### src/hw/rtl/amrf_pkg.sv
`timescale 1ns / 1ps
`default_nettype none
// ----------------------------------------------------------------------------
// amrf_pkg
// shared types and constants of the mixer register file: register indexes,
// reset values, access codes and the decoded control bundle
// ----------------------------------------------------------------------------
package amrf_pkg;

	// access codes
	localparam logic OP_READ   = 1'b0;
	localparam logic OP_WRITE  = 1'b1;
	localparam logic PORT_INDEX = 1'b0;
	localparam logic PORT_DATA  = 1'b1;

	// configuration register indexes
	localparam logic CFG_BASE_ADDRESS = 1'b0;
	localparam logic CFG_DSP_IRQ      = 1'b1;

	localparam logic [15:0] BASE_ADDRESS_RST = 16'h0220;
	localparam logic [3:0]  DSP_IRQ_RST      = 4'd7;

	// mixer register indexes
	localparam logic [7:0] IDX_RESET       = 8'h00;
	localparam logic [7:0] IDX_MASTER_MONO = 8'h02;
	localparam logic [7:0] IDX_VOICE       = 8'h04;
	localparam logic [7:0] IDX_FM_MONO     = 8'h06;
	localparam logic [7:0] IDX_CD_MONO     = 8'h08;
	localparam logic [7:0] IDX_MIC         = 8'h0A;
	localparam logic [7:0] IDX_IN_CTRL     = 8'h0C;
	localparam logic [7:0] IDX_OUT_CTRL    = 8'h0E;
	localparam logic [7:0] IDX_VOICE_ALT   = 8'h14;
	localparam logic [7:0] IDX_MASTER      = 8'h22;
	localparam logic [7:0] IDX_FM          = 8'h26;
	localparam logic [7:0] IDX_CD          = 8'h28;
	localparam logic [7:0] IDX_LINE        = 8'h2E;
	localparam logic [7:0] IDX_ALT30       = 8'h30;
	localparam logic [7:0] IDX_ALT32       = 8'h32;
	localparam logic [7:0] IDX_ALT36       = 8'h36;
	localparam logic [7:0] IDX_ALT38       = 8'h38;
	localparam logic [7:0] IDX_ALT3E       = 8'h3E;
	localparam logic [7:0] IDX_ID_CTRL     = 8'h40;

	// id sequence
	localparam logic [7:0] ID_BYTE0 = 8'h16;
	localparam logic [7:0] ID_BYTE1 = 8'h88;
	localparam logic [1:0] ID_PTR_B0 = 2'd0;
	localparam logic [1:0] ID_PTR_B1 = 2'd1;
	localparam logic [1:0] ID_PTR_B2 = 2'd2;

	localparam logic [7:0] VOL_DEFAULT_HI = 8'hEE;
	localparam logic [7:0] VOL_DEFAULT_LO = 8'h88;
	localparam logic [7:0] VOL_MASK_ST    = 8'hEE;
	localparam logic [7:0] VOL_MASK_MONO  = 8'h0E;
	localparam logic [7:0] UNMAPPED_READ  = 8'hFF;

	// mpu mode codes (bits 7:5 of the control register)
	localparam logic [2:0] MPU_MODE_OFF  = 3'd0;
	localparam logic [2:0] MPU_MODE_DSP  = 3'd2;
	localparam logic [2:0] MPU_MODE_IRQE = 3'd3;
	localparam logic [2:0] MPU_MODE_IRQA = 3'd4;
	localparam logic [2:0] MPU_MODE_IRQB = 3'd5;
	localparam logic [2:0] MPU_MODE_IRQC = 3'd6;
	localparam logic [2:0] MPU_MODE_IRQD = 3'd7;
	localparam logic [9:0] MPU_BASE_MIN  = 10'h300;
	localparam logic [9:0] JOYSTICK_BASE = 10'h200;

	// input source codes
	localparam logic [1:0] SRC_MIC  = 2'd0;
	localparam logic [1:0] SRC_CD   = 2'd1;
	localparam logic [1:0] SRC_LINE = 2'd2;
	localparam logic [1:0] SEL_CD   = 2'b01;
	localparam logic [1:0] SEL_LINE = 2'b11;

	// only the registers that can ever be observed are kept
	typedef struct packed {
		logic [7:0] r02;
		logic [7:0] r04;
		logic [7:0] r06;
		logic [7:0] r0a;
		logic [7:0] r0c;
		logic [7:0] r0e;
		logic [7:0] r22;
		logic [7:0] r26;
		logic [7:0] r28;
		logic [7:0] r2e;
		logic [7:0] r30;
		logic [7:0] r32;
		logic [7:0] r36;
		logic [7:0] r38;
		logic [7:0] r40;
	} mix_regs_t;

	localparam mix_regs_t MIX_RESET = '{
		r02: 8'h00, r04: VOL_DEFAULT_HI, r06: 8'h00, r0a: 8'h00,
		r0c: 8'h00, r0e: 8'h00, r22: VOL_DEFAULT_HI, r26: VOL_DEFAULT_HI,
		r28: VOL_DEFAULT_HI, r2e: 8'h00, r30: 8'h00, r32: VOL_DEFAULT_LO,
		r36: VOL_DEFAULT_LO, r38: 8'h00, r40: 8'h00
	};

	typedef struct packed {
		logic       stereo_on;
		logic       output_filter_on;
		logic       input_filter_on;
		logic       input_filter_high;
		logic [1:0] input_source;
		logic [9:0] mpu_base;
		logic [3:0] mpu_irq;
		logic [9:0] gameport_base;
	} ctl_t;

endpackage
`default_nettype wire

### src/hw/rtl/audio_mixer_register_file_top.sv
`timescale 1ns / 1ps
`default_nettype none
// ----------------------------------------------------------------------------
// audio_mixer_register_file_top
// mixer register file with index and data ports, id readout and control decode
// ----------------------------------------------------------------------------
// every accepted transaction (a read or write on the index or data port)
// updates the register state at its accepting edge and produces exactly one
// result, held in a single output register and presented the following cycle.
// one transaction is taken per clock; the only limit is that output register:
// in_stall rises only while a result is waiting and out_stall is high.
// the decoded controls reflect the registers after the transaction. the
// configuration port (base address, dsp irq) is always ready and should only
// be written while no transaction is in flight.
// ----------------------------------------------------------------------------
module audio_mixer_register_file_top (
	input  wire logic        clk,
	input  wire logic        arst_n,

	// access channel
	input  wire logic        in_valid,
	output logic             in_stall,
	input  wire logic        opcode,
	input  wire logic        port_select,
	input  wire logic [7:0]  write_data,

	// result channel
	output logic             out_valid,
	input  wire logic        out_stall,
	output logic [7:0]       read_data,
	output logic             stereo_on,
	output logic             output_filter_on,
	output logic             input_filter_on,
	output logic             input_filter_high,
	output logic [1:0]       input_source,
	output logic [9:0]       mpu_base,
	output logic [3:0]       mpu_irq,
	output logic [9:0]       gameport_base,

	// configuration write channel
	input  wire logic        cfg_valid,
	output logic             cfg_ready,
	input  wire logic        cfg_index,
	input  wire logic [15:0] cfg_data
);

	// configuration registers
	logic [15:0] base_address_q;
	logic [3:0]  dsp_irq_q;

	// mixer state
	amrf_pkg::mix_regs_t regs_q, regs_d;
	logic [7:0] index_q, index_d;
	logic [1:0] id_ptr_q, id_ptr_d;

	// result register
	logic           out_valid_q;
	logic [7:0]     read_data_q;
	amrf_pkg::ctl_t ctl_q;

	logic           accept;
	logic [7:0]     rd_d;
	amrf_pkg::ctl_t ctl_d;

	// stall only when a finished result has not been taken
	assign in_stall  = out_valid_q & out_stall;
	assign accept    = in_valid & ~in_stall;
	assign cfg_ready = 1'b1;

	// configuration writes
	always_ff @(posedge clk or negedge arst_n) begin
		if (!arst_n) begin
			base_address_q <= amrf_pkg::BASE_ADDRESS_RST;
			dsp_irq_q      <= amrf_pkg::DSP_IRQ_RST;
		end else if (cfg_valid && cfg_ready) begin
			case (cfg_index)
				amrf_pkg::CFG_BASE_ADDRESS: base_address_q <= cfg_data;
				amrf_pkg::CFG_DSP_IRQ:      dsp_irq_q      <= cfg_data[3:0];
				default: ;
			endcase
		end
	end

	// next state and read data of one transaction
	always_comb begin
		regs_d   = regs_q;
		index_d  = index_q;
		id_ptr_d = id_ptr_q;
		rd_d     = 8'h00;

		if (accept) begin
			if (opcode == amrf_pkg::OP_WRITE) begin
				if (port_select == amrf_pkg::PORT_INDEX) begin
					// register 01 mirror is never readable, only the index is kept
					index_d = write_data;
					if (write_data == amrf_pkg::IDX_ID_CTRL) begin
						id_ptr_d = amrf_pkg::ID_PTR_B0;
					end
				end else begin
					case (index_q)
						amrf_pkg::IDX_RESET: begin
							// default load, the byte itself is dropped
							regs_d.r0a = 8'h00;
							regs_d.r0c = 8'h00;
							regs_d.r0e = 8'h00;
							regs_d.r04 = amrf_pkg::VOL_DEFAULT_HI;
							regs_d.r22 = amrf_pkg::VOL_DEFAULT_HI;
							regs_d.r26 = amrf_pkg::VOL_DEFAULT_HI;
							regs_d.r28 = amrf_pkg::VOL_DEFAULT_HI;
							regs_d.r2e = 8'h00;
							regs_d.r32 = amrf_pkg::VOL_DEFAULT_LO;
							regs_d.r36 = amrf_pkg::VOL_DEFAULT_LO;
							regs_d.r38 = 8'h00;
						end
						// mono writes fan out to both stereo nibbles
						amrf_pkg::IDX_MASTER_MONO: begin
							regs_d.r02 = write_data;
							regs_d.r22 = {write_data[3:1], 1'b0, write_data[3:1], 1'b0};
						end
						amrf_pkg::IDX_FM_MONO: begin
							regs_d.r06 = write_data;
							regs_d.r26 = {write_data[3:1], 1'b0, write_data[3:1], 1'b0};
						end
						amrf_pkg::IDX_CD_MONO: begin
							regs_d.r28 = {write_data[3:1], 1'b0, write_data[3:1], 1'b0};
						end
						amrf_pkg::IDX_VOICE_ALT: begin
							regs_d.r04 = write_data & amrf_pkg::VOL_MASK_ST;
						end
						// stereo writes feed the mono copy and the upper alias, where those are stored
						amrf_pkg::IDX_MASTER: begin
							regs_d.r22 = write_data;
							regs_d.r02 = write_data & amrf_pkg::VOL_MASK_MONO;
							regs_d.r32 = write_data;
						end
						amrf_pkg::IDX_FM: begin
							regs_d.r26 = write_data;
							regs_d.r06 = write_data & amrf_pkg::VOL_MASK_MONO;
							regs_d.r36 = write_data;
						end
						amrf_pkg::IDX_CD: begin
							regs_d.r28 = write_data;
							regs_d.r38 = write_data;
						end
						amrf_pkg::IDX_LINE: begin
							regs_d.r2e = write_data;
							regs_d.r0e = write_data & amrf_pkg::VOL_MASK_MONO;
						end
						// upper aliases write back down, except register 30
						amrf_pkg::IDX_ALT30: regs_d.r30 = write_data;
						amrf_pkg::IDX_ALT32: begin
							regs_d.r32 = write_data;
							regs_d.r22 = write_data & amrf_pkg::VOL_MASK_ST;
						end
						amrf_pkg::IDX_ALT36: begin
							regs_d.r36 = write_data;
							regs_d.r26 = write_data & amrf_pkg::VOL_MASK_ST;
						end
						amrf_pkg::IDX_ALT38: begin
							regs_d.r38 = write_data;
							regs_d.r28 = write_data & amrf_pkg::VOL_MASK_ST;
						end
						amrf_pkg::IDX_ALT3E: regs_d.r2e = write_data & amrf_pkg::VOL_MASK_ST;
						amrf_pkg::IDX_VOICE:    regs_d.r04 = write_data;
						amrf_pkg::IDX_MIC:      regs_d.r0a = write_data;
						amrf_pkg::IDX_IN_CTRL:  regs_d.r0c = write_data;
						amrf_pkg::IDX_OUT_CTRL: regs_d.r0e = write_data;
						amrf_pkg::IDX_ID_CTRL:  regs_d.r40 = write_data;
						default: ;
					endcase
				end
			end else if (port_select == amrf_pkg::PORT_INDEX) begin
				rd_d = index_q;
			end else begin
				case (index_q)
					// register 00 is never stored, so it reads zero
					amrf_pkg::IDX_RESET:       rd_d = 8'h00;
					amrf_pkg::IDX_MASTER_MONO: rd_d = regs_q.r02;
					amrf_pkg::IDX_VOICE:       rd_d = regs_q.r04;
					amrf_pkg::IDX_FM_MONO:     rd_d = regs_q.r06;
					amrf_pkg::IDX_MIC:         rd_d = regs_q.r0a;
					amrf_pkg::IDX_IN_CTRL:     rd_d = regs_q.r0c;
					amrf_pkg::IDX_OUT_CTRL:    rd_d = regs_q.r0e;
					amrf_pkg::IDX_MASTER:      rd_d = regs_q.r22;
					amrf_pkg::IDX_FM:          rd_d = regs_q.r26;
					amrf_pkg::IDX_CD:          rd_d = regs_q.r28;
					amrf_pkg::IDX_LINE:        rd_d = regs_q.r2e;
					amrf_pkg::IDX_ALT30:       rd_d = regs_q.r30;
					amrf_pkg::IDX_ALT32:       rd_d = regs_q.r32;
					amrf_pkg::IDX_ALT36:       rd_d = regs_q.r36;
					amrf_pkg::IDX_ALT38:       rd_d = regs_q.r38;
					amrf_pkg::IDX_ID_CTRL: begin
						// rotating id bytes, pointer wraps after four
						case (id_ptr_q)
							amrf_pkg::ID_PTR_B0: rd_d = amrf_pkg::ID_BYTE0;
							amrf_pkg::ID_PTR_B1: rd_d = amrf_pkg::ID_BYTE1;
							amrf_pkg::ID_PTR_B2: rd_d = base_address_q[15:8];
							default:             rd_d = base_address_q[7:0];
						endcase
						id_ptr_d = id_ptr_q + 2'd1;
					end
					default: rd_d = amrf_pkg::UNMAPPED_READ;
				endcase
			end
		end
	end

	// controls are decoded from the post-transaction registers
	amrf_ctl_decode u_ctl_decode (
		.r0c     (regs_d.r0c),
		.r0e     (regs_d.r0e),
		.r40     (regs_d.r40),
		.dsp_irq (dsp_irq_q),
		.ctl     (ctl_d)
	);

	// state registers
	always_ff @(posedge clk or negedge arst_n) begin
		if (!arst_n) begin
			regs_q   <= amrf_pkg::MIX_RESET;
			index_q  <= 8'h00;
			id_ptr_q <= amrf_pkg::ID_PTR_B0;
		end else begin
			regs_q   <= regs_d;
			index_q  <= index_d;
			id_ptr_q <= id_ptr_d;
		end
	end

	// output valid
	always_ff @(posedge clk or negedge arst_n) begin
		if (!arst_n) begin
			out_valid_q <= 1'b0;
		end else if (accept) begin
			out_valid_q <= 1'b1;
		end else if (!out_stall) begin
			out_valid_q <= 1'b0;
		end
	end

	// output payload
	always_ff @(posedge clk) begin
		if (accept) begin
			read_data_q <= rd_d;
			ctl_q       <= ctl_d;
		end
	end

	assign out_valid         = out_valid_q;
	assign read_data         = read_data_q;
	assign stereo_on         = ctl_q.stereo_on;
	assign output_filter_on  = ctl_q.output_filter_on;
	assign input_filter_on   = ctl_q.input_filter_on;
	assign input_filter_high = ctl_q.input_filter_high;
	assign input_source      = ctl_q.input_source;
	assign mpu_base          = ctl_q.mpu_base;
	assign mpu_irq           = ctl_q.mpu_irq;
	assign gameport_base     = ctl_q.gameport_base;

`ifndef SYNTHESIS
	// a write transaction always returns zero read data
	a_write_reads_zero: assert property (@(posedge clk) disable iff (!arst_n)
		accept && opcode == amrf_pkg::OP_WRITE |=> out_valid && read_data == 8'h00)
		else $error("write transaction returned nonzero read data");

	// register 00 is never stored and reads back zero
	a_reg00_zero: assert property (@(posedge clk) disable iff (!arst_n)
		accept && opcode == amrf_pkg::OP_READ && port_select == amrf_pkg::PORT_DATA
		&& index_q == amrf_pkg::IDX_RESET |=> read_data == 8'h00)
		else $error("register 00 read returned nonzero data");

	// selecting the id register rewinds the id sequence
	a_id_rewind: assert property (@(posedge clk) disable iff (!arst_n)
		accept && opcode == amrf_pkg::OP_WRITE && port_select == amrf_pkg::PORT_INDEX
		&& write_data == amrf_pkg::IDX_ID_CTRL |=> id_ptr_q == amrf_pkg::ID_PTR_B0)
		else $error("id pointer not rewound on index write");

	// stall only while a result is held
	a_stall_needs_result: assert property (@(posedge clk) disable iff (!arst_n)
		in_stall |-> out_valid_q)
		else $error("input stalled without a pending result");

	// game port decodes to one of two addresses
	a_gameport_values: assert property (@(posedge clk) disable iff (!arst_n)
		out_valid |-> gameport_base == 10'h000 || gameport_base == amrf_pkg::JOYSTICK_BASE)
		else $error("game port base out of range");
`endif

endmodule
`default_nettype wire

### src/hw/rtl/amrf_ctl_decode.sv
`timescale 1ns / 1ps
`default_nettype none
// ----------------------------------------------------------------------------
// amrf_ctl_decode
// decodes stereo, filter, source, mpu and game port controls from registers
// ----------------------------------------------------------------------------
module amrf_ctl_decode (
	input  wire logic [7:0]     r0c,
	input  wire logic [7:0]     r0e,
	input  wire logic [7:0]     r40,
	input  wire logic [3:0]     dsp_irq,
	output amrf_pkg::ctl_t      ctl
);

	logic [2:0] mode;

	assign mode = r40[7:5];

	always_comb begin
		ctl.stereo_on         = r0e[1];
		ctl.output_filter_on  = ~r0e[5];
		ctl.input_filter_on   = ~r0c[5];
		ctl.input_filter_high = r0c[3];

		case (r0c[2:1])
			amrf_pkg::SEL_CD:   ctl.input_source = amrf_pkg::SRC_CD;
			amrf_pkg::SEL_LINE: ctl.input_source = amrf_pkg::SRC_LINE;
			default:            ctl.input_source = amrf_pkg::SRC_MIC;
		endcase

		if (mode == amrf_pkg::MPU_MODE_OFF) begin
			ctl.mpu_base = '0;
		end else begin
			ctl.mpu_base = amrf_pkg::MPU_BASE_MIN | {3'b000, r40[5:3], 4'b0000};
		end

		case (mode)
			amrf_pkg::MPU_MODE_DSP:  ctl.mpu_irq = dsp_irq;
			amrf_pkg::MPU_MODE_IRQE: ctl.mpu_irq = 4'hE;
			amrf_pkg::MPU_MODE_IRQA: ctl.mpu_irq = 4'hA;
			amrf_pkg::MPU_MODE_IRQB: ctl.mpu_irq = 4'hB;
			amrf_pkg::MPU_MODE_IRQC: ctl.mpu_irq = 4'hC;
			amrf_pkg::MPU_MODE_IRQD: ctl.mpu_irq = 4'hD;
			default:                 ctl.mpu_irq = 4'h0;
		endcase

		ctl.gameport_base = r40[1] ? amrf_pkg::JOYSTICK_BASE : 10'h000;
	end

endmodule
`default_nettype wire

### config.mk
export PLATFORM = sky130hd
export DESIGN_NAME = audio_mixer_register_file_top
export DESIGN_NICKNAME = d
export VERILOG_FILES = /design/src/hw/rtl/amrf_pkg.sv /design/src/hw/rtl/audio_mixer_register_file_top.sv /design/src/hw/rtl/amrf_ctl_decode.sv
export SDC_FILE = /design/constraint.sdc
export NUM_CORES = 1
export LEC_CHECK = 0
export BUFFER_PORTS_ARGS = -buffer_cell sky130_fd_sc_hd__buf_2
export CAP_MARGIN = 20
export CELL_PAD_IN_SITES_DETAIL_PLACEMENT = 1
export CELL_PAD_IN_SITES_GLOBAL_PLACEMENT = 1
export CORE_MARGIN = 4
export CORE_UTILIZATION = 43
export DETAILED_ROUTE_END_ITERATION = 8
export GPL_TIMING_DRIVEN = 0
export PLACE_DENSITY_LB_ADDON = 0.1
export SKIP_CTS_REPAIR_TIMING = 1
export SLEW_MARGIN = 10
export SYNTH_ARGS = -nofsm -noshare
export SYNTH_HDL_FRONTEND = slang
export SYNTH_SLANG_ARGS = --single-unit
### constraint.sdc
create_clock -name clk -period 2.2 [get_ports clk]
set_input_delay 0.44 -clock clk [delete_from_list [all_inputs] [get_ports clk]]
set_output_delay 0.44 -clock clk [all_outputs]
set_load 0.01 [all_outputs]
==> impl_results.md, run 1 <==
- Run status: complete, but fails checks
- Failing checks: setup timing
- Slowest cell on crit path: or4_4
- Most frequent cells in the layout: 112 x dfrtp_1, 73 x nand2_1, 65 x buf_2, 61 x buf_4
- Pwr dens: 881 nW/um^2
- Final min period: 2.32 ns
- Initial antenna violation count: 0
- Fmax: roughly 0.43 GHz
- TritonCTS Sinks: ~170
- IO Port Bufs: 53
- Distinct cells, synth: 75
- Synth async-reset ratio: 86.6%
- Sequential share of power: approximately 44%
- Pins Over Slew Limit: 0
- Largest net degree at the start of global routing: 85
- Post-Place Cells: ~1.1k
- Layout area overhead: 26.5%
- Footprint of the multi-input gates: 4300 um^2
- Root buffer cell: clkbuf_16
- Drt wl/cell: ~27 um
- Fin nets: between 900 and 1k
- HPWL Detailed: 22800 um
- First-pass GRT wire length: 47700 um
- Switching fraction of total power: between 30 and 40%
- Post-Syn Instances: between 700 and 800
- DRT Wirelength: ~33000 um
- Worst skew pair latency: around 0.44 ns
- Routability cong.: approximately 0.97
- Comb pwr share: 24.2%
- Worst vdd ir: ~0.5 mV
- Final ANT Viol Nets: 0
- #FFs+latches synth: between 150 and 200
- Vias in the first global route: approximately 7.4k
- CP endpoint kind: flop
- Final cell count without fillers: roughly 1.2k
- Final Hold Vio Count: 0
- # IOs: between 70 and 80
- Final setup vio count: 12
- RSZ-0062 raised after global routing: yes
- Initial core utilization: 44.1%
- Post-synth EDFFs: 23
- Overflow after GRT: 0
- Cell chain of the critical path: buf_6, or4_4, buf_8, nor2_4, buf_6, nand4_1, nor4bb_4, a311oi_2
- CP arrival: ~2.6 ns
- Worst Path Buf+Inv: 3
- Core Box Area: 19600 um^2
- Clock power share: 31.8%
- Setup CP Type: reg -> reg
- Slew @ Worst Pin: 0.996 ns
- Reg clk slew, reported paths: ~0.07 ns
- GRT Util Overall: slightly below 30%
- Util after Layout: 55.7%
- MaxCap Viol Count: 0
- Total power: slightly below 10 mW
- Ys Warns: 0
- Ys flop type: dfrtp_1
- Critical path required time: around 2.4 ns
- Drt via density: between 6 and 7
- Avg Cell Area, Syn: 10.9 um^2
- Tcrit/Tclk final: 105%
- Type of origin of the critical path: flop
- DRT Pass-1 Iters: 5
- FILL cells: approximately 2.1k
- 1st-iter DRT viols: between 700 and 800
- CTS Buf Count: 17
- Final setup margin: -0.116 ns
- Row cnt: 51
- Crit-path max FO: 6
- DRC Markers: 0
- Clock Skew: approximately 0.0095 ns
- Slew HR: around a third
- P_sw: 3.18 mW
- TritonCTS clock tree: done
- Post-Syn Area: 8630 um^2
- Die ar.: ~22000 um^2
- Top delay family on crit path: simple AND/OR/NAND/NOR gates
- Reg area: ~4500 um^2
- Leakage: 4.62 nW
- Die X: approximately 150 um
- ANT cells: 0
- Clock Path Buffers: 2
- Share of layout cells above drive strength 1: between 30% and 40%
- CP peak stage delay: 0.52 ns
- Htree depth: 4
- Via count: between 7k and 8k
- Type of the most critical hold path: in -> reg
- P_int: between 6 and 7 mW
- Sequential share of the synthesized area: around half
- CP most frequent cell: buf_6
- Chip Height: between 100 and 150 um
- Commonest non-fill, non-tap cell in the layout: dfrtp_1
==> sequential cells by signal (all words and copies together) (netlist names) <==
name / flops
base_address_q: 16
regs_q: 118
stereo_on: 1
gameport_base: 1
out_valid: 1
input_source: 2
read_data: 8
output_filter_on: 1
mpu_base: 4
input_filter_on: 1
id_ptr_q: 2
mpu_irq: 4
input_filter_high: 1
dsp_irq_q: 4
index_q: 8
==> worst reg2reg max path, cell delays in order, from the launching register on <==
cell and delay (ns):
dfrtp_1 0.38, buf_6 0.14, or4_4 0.52, buf_8 0.16, nor2_4 0.11, buf_6 0.16
nand4_1 0.14, nor4bb_4 0.22, a311oi_2 0.29
==> metal layers <==
metal / share of wire, % / up-vias / GRT usage (%)
met4: 3.9 / 0 / 11.5
met1: 42 / 3711 / 40.2
met2: 46 / 306 / 45.5
li1: - / 3171 / -
met5: 0 / - / 0
met3: 8.3 / 77 / 5.88
==> final timing paths <==
check	from	slack [ns]	depth (start not counted)	to
worst max-delay path	index_q[4]	-0.12	8	read_data[1]
worst min-delay path	in_valid	0.20	2	out_valid
worst max register to register	index_q[4]	-0.12	8	read_data[1]
worst min register to register	regs_q[103]	0.49	2	regs_q[103]
max in group asynchronous	arst_n	0.82	3	regs_q[27]
min in group asynchronous	arst_n	0.53	2	regs_q[4]
==> cells in the mapped netlist, drive strengths merged, types with 11 or more instances <==
library cell,n,area share [%]
dfrtp,116,34
nand2,81,3.6
nor2,54,2.5
mux2,51,6.8
o21ai,48,2.9
a22o,47,4.8
buf,44,3.1
clkbuf,35,1.5
dfstp,33,10
edfxtp,23,8.0
nor3,23,2.0
a22oi,20,1.7
mux2i,17,2.0
nand3,17,0.99
inv,15,0.65
a32o,13,1.5
a21oi,11,0.64
o22a,11,1.1
==> metrics by stage <==
stage / hold slack [ns] / TNS, ns / worst slack (ns) / cell area (um^2)
after global placement: 0.472 / -232.60 / -1.45 / 9290
after global routing: 0.216 / -2.31 / -0.164 / 10900
after detailed placement: 0.422 / -53.31 / -0.752 / 9320
final: 0.204 / -0.506 / -0.116 / 10900
after floorplan: 0.144 / 0 / 0.0666 / 8690
after CTS: -0.0432 / -42.54 / -0.659 / 9910
==> kinds of logic after synthesis <==
kind of cell / synth area share, %
and+or+nand+nor: 15.1
AOI/OAI and AO/OA: 18.4
DFF: 51.7
buffers and inverters: 5.26
muxes: 8.75
adders and majority gates: 0.580
other: 0.0870
xor gates and xnor gates: 0.101
==> area by class of cell <==
type	count	share of cell area [%]
plain buffers	73	4.38
clock buffers	20	4.18
clock inverters	12	1.17
inverters	15	0.630
multi-input cells	540	39.3
flip-flops and latches	172	40.9
well taps	265	3.04
repair buffers	102	6.36
==> power groups by stage <==
| stage | clock, mW | combinational, mW | sequential [mW] |
|---|---|---|---|
| 2_1_floorplan | 0 | 1.20 | 4.14 |
| 3_3_place_gp | 0 | 1.81 | 4.23 |
| 3_5_place_dp | 0 | 1.88 | 4.25 |
| 4_1_cts | 3.09 | 1.89 | 4.21 |
| 5_1_grt | 3.22 | 2.47 | 4.28 |
| 6_report | 3.06 | 2.33 | 4.23 |
No activity file was read; power rests on OpenSTA's default activity.
==> inputs of run 2 (changes only) <==
--- a/config.mk
+++ b/config.mk
@@ -5,12 +5,13 @@
 export SDC_FILE = /design/constraint.sdc
 export NUM_CORES = 1
 export LEC_CHECK = 0
+export ABC_AREA = 1
 export BUFFER_PORTS_ARGS = -buffer_cell sky130_fd_sc_hd__buf_2
 export CAP_MARGIN = 20
 export CELL_PAD_IN_SITES_DETAIL_PLACEMENT = 1
 export CELL_PAD_IN_SITES_GLOBAL_PLACEMENT = 1
 export CORE_MARGIN = 4
-export CORE_UTILIZATION = 43
+export CORE_UTILIZATION = 41
 export DETAILED_ROUTE_END_ITERATION = 8
 export GPL_TIMING_DRIVEN = 0
 export PLACE_DENSITY_LB_ADDON = 0.1
==> impl_results.md, run 2 <==
- Post-Syn Instances: between 1k and 1.5k
- Clock Skew: roughly 0.013 ns
- Largest registers: regs_q (118), base_address_q (16)
- Ys Warns: 0
- Cell taking the most area after synthesis: dfrtp_1
- 1st-iter DRT viols: between 500 and 600
- Run status: complete, no violations
- Htree depth: 4
- CTS Buf Count: 17
- # IOs: 73
- Reg clk slew, reported paths: 0.07 ns
- Final min period: 2.13 ns
- Final ANT Viol Nets: 0
- Layout area overhead: 18.7%
- ANT cells: 0
- Root buffer cell: clkbuf_16
- Via count: 7642
- Ys flop type: dfrtp_1
- Final hold slack: 0.226 ns
- Distinct cells, synth: 33
- Reg area: 4460 um^2
- Slew HR: 33.9%
- Type of origin of the critical path: flop
- Final setup vio count: 0
- RSZ-0062 raised after global routing: yes
- Worst skew pair latency: between 0.4 and 0.5 ns
- Worst vdd ir: between 0.5 and 0.6 mV
- CP endpoint kind: flop
- Crit-path max FO: 6
- DRT Pass-1 Iters: 5
- Pwr dens: between 800 and 900 nW/um^2
- Critical path required time: between 2 and 2.5 ns
- Avg Cell Area, Syn: roughly 8.2 um^2
- CP arrival: 2.32 ns
- HPWL Detailed: 20400 um
- Post-Syn Area: between 8000 and 9000 um^2
- Max reg flops: between 100 and 150
- Vias in the first global route: between 7k and 8k
- Pins Over Slew Limit: 0
- Die X: 153 um
- First-pass GRT wire length: about 45000 um
- Setup CP Type: reg -> reg
- Post-synth top area share: 33.9%
- Fin nets: between 1k and 1.5k
- Sequential share of the synthesized area: a little over half
- TritonCTS clock tree: done
- Initial antenna violation count: 0
- Commonest non-fill, non-tap cell in the layout: nand2_1
- Drt wl/cell: about 20 um
- #FFs+latches synth: roughly 170
- Routability cong.: about 0.9
- MaxCap Viol Count: 0
- Drt via density: 5.36
- Die ar.: around 23000 um^2
- Dpl ws: -0.381 ns
- Synth cell count leaders: 266 x nand2_1, 147 x nand3_1, 116 x dfrtp_1, 94 x inv_1, 82 x o21ai_0
- Tcrit/Tclk final: 96.8%
- DRC Markers: 0
- Synth async-reset ratio: 86.6%
- Final Hold Vio Count: 0
- Fmax: between 0.4 and 0.5 GHz
- Largest net degree at the start of global routing: between 70 and 80
- Count leader, synth: nand2_1
- Share of layout cells above drive strength 1: around a quarter
- Most frequent cells in the layout: 255 x nand2_1, 143 x nand3_1, 114 x dfrtp_1, 92 x inv_1, 82 x o21ai_0
- Most flops, register: regs_q
- DRT Wirelength: approximately 29000 um
- Row cnt: between 50 and 60
- Clock Path Buffers: 2
- Footprint of the multi-input gates: roughly 3500 um^2
- Chip Height: approximately 150 um
- Final setup margin: 0.0699 ns
- Type of the most critical hold path: in -> reg
- IO Port Bufs: 57
- Leakage: ~5.0 nW
- Core Box Area: 20400 um^2
- FILL cells: 2536
- Slew @ Worst Pin: around 0.99 ns
- Overflow after GRT: 0
- Initial core utilization: between 40% and 50%
- GRT Util Overall: between 20% and 30%
- Post-synth EDFFs: 23
- TritonCTS Sinks: 172
- Top cells by area, synth: dfrtp_1 34%, nand2_1 12%, dfstp_2 10%
==> run 2: path summary, 6_finish.rpt <==
check / from / to / slack, ns / depth (start not counted)
hold reg to reg: regs_q[101] / regs_q[101] / 0.48 / 2
max in group asynchronous: arst_n / regs_q[27] / 0.82 / 3
min in group asynchronous: arst_n / regs_q[5] / 0.57 / 2
setup / recovery: id_ptr_q[0] / read_data[4] / 0.07 / 13
setup reg to reg: id_ptr_q[0] / read_data[4] / 0.07 / 13
hold / removal: cfg_data[10] / base_address_q[10] / 0.23 / 2
==> run 2: stage by stage <==
stage | setup TNS (ns) | power, mW | instance area, um^2 | util, % | instances
3_3_place_gp | -227.26 | 5.39 | 9250 | 45.3 | 1382
5_1_grt | -0.108 | 9.10 | 10200 | 49.8 | 1426
2_1_floorplan | 0 | 4.90 | 8620 | - | 1055
4_1_cts | -1.95 | 8.64 | 9890 | 48.4 | 1415
3_5_place_dp | -10.81 | 5.44 | 9280 | 45.4 | 1383
6_report | 0 | 8.70 | 10200 | 49.8 | 1426
==> run 2: cell type report <==
class                   count  share of cell area, %
plain buffers              61                   3.85
clock buffers              17                   4.18
clock inverters            15                   1.82
inverters                 109                   4.08
multi-input cells         712                   34.8
flip-flops and latches    172                   43.8
well taps                 270                   3.32
repair buffers             69                   4.04
repair inverters            1                 0.0737
==> run 2: logic make-up (layout without fill, tap and decap cells) <==
logic type / after synthesis / in the layout / synth area share, %
flops: 172 / 172 / 52.0
compound gates: 154 / 154 / 10.1
simple gates: 527 / 527 / 26.6
buf+inv: 171 / 272 / 8.94
mux: 12 / 12 / 1.58
fa+ha+maj: 4 / 4 / 0.584
other cells: 2 / 15 / 0.0876
==> run 2: power breakdown <==
group | total, mW | switching [mW] | internal, mW | leakage (nW)
sequential | 4.09 | 0.277 | 3.81 | 2.09
clock | 3.22 | 1.41 | 1.81 | 0.296
combinational | 1.40 | 0.945 | 0.454 | 2.63
==> run 2: per-layer routing <==
layer  wire length (um)  up-vias  GRT usage, %
li1                   -     3598             -
met1              12500     3836          33.0
met2              14300      160          41.9
met3               1180       48          3.86
met4                721        0          8.19
met5                  0        -             0
==> run 2: critical path, stage by stage (launching register included) <==
cell        delay [ns]
dfrtp_1           0.42
ha_2              0.21
buf_8             0.13
clkinvlp_4        0.13
nand2_2           0.10
nand3_1           0.07
nand2_1           0.10
nand2_1           0.11
nor2_2            0.16
nand2_1           0.08
inv_1             0.09
nand2_1           0.10
nor2_1            0.12
nor2_1            0.06
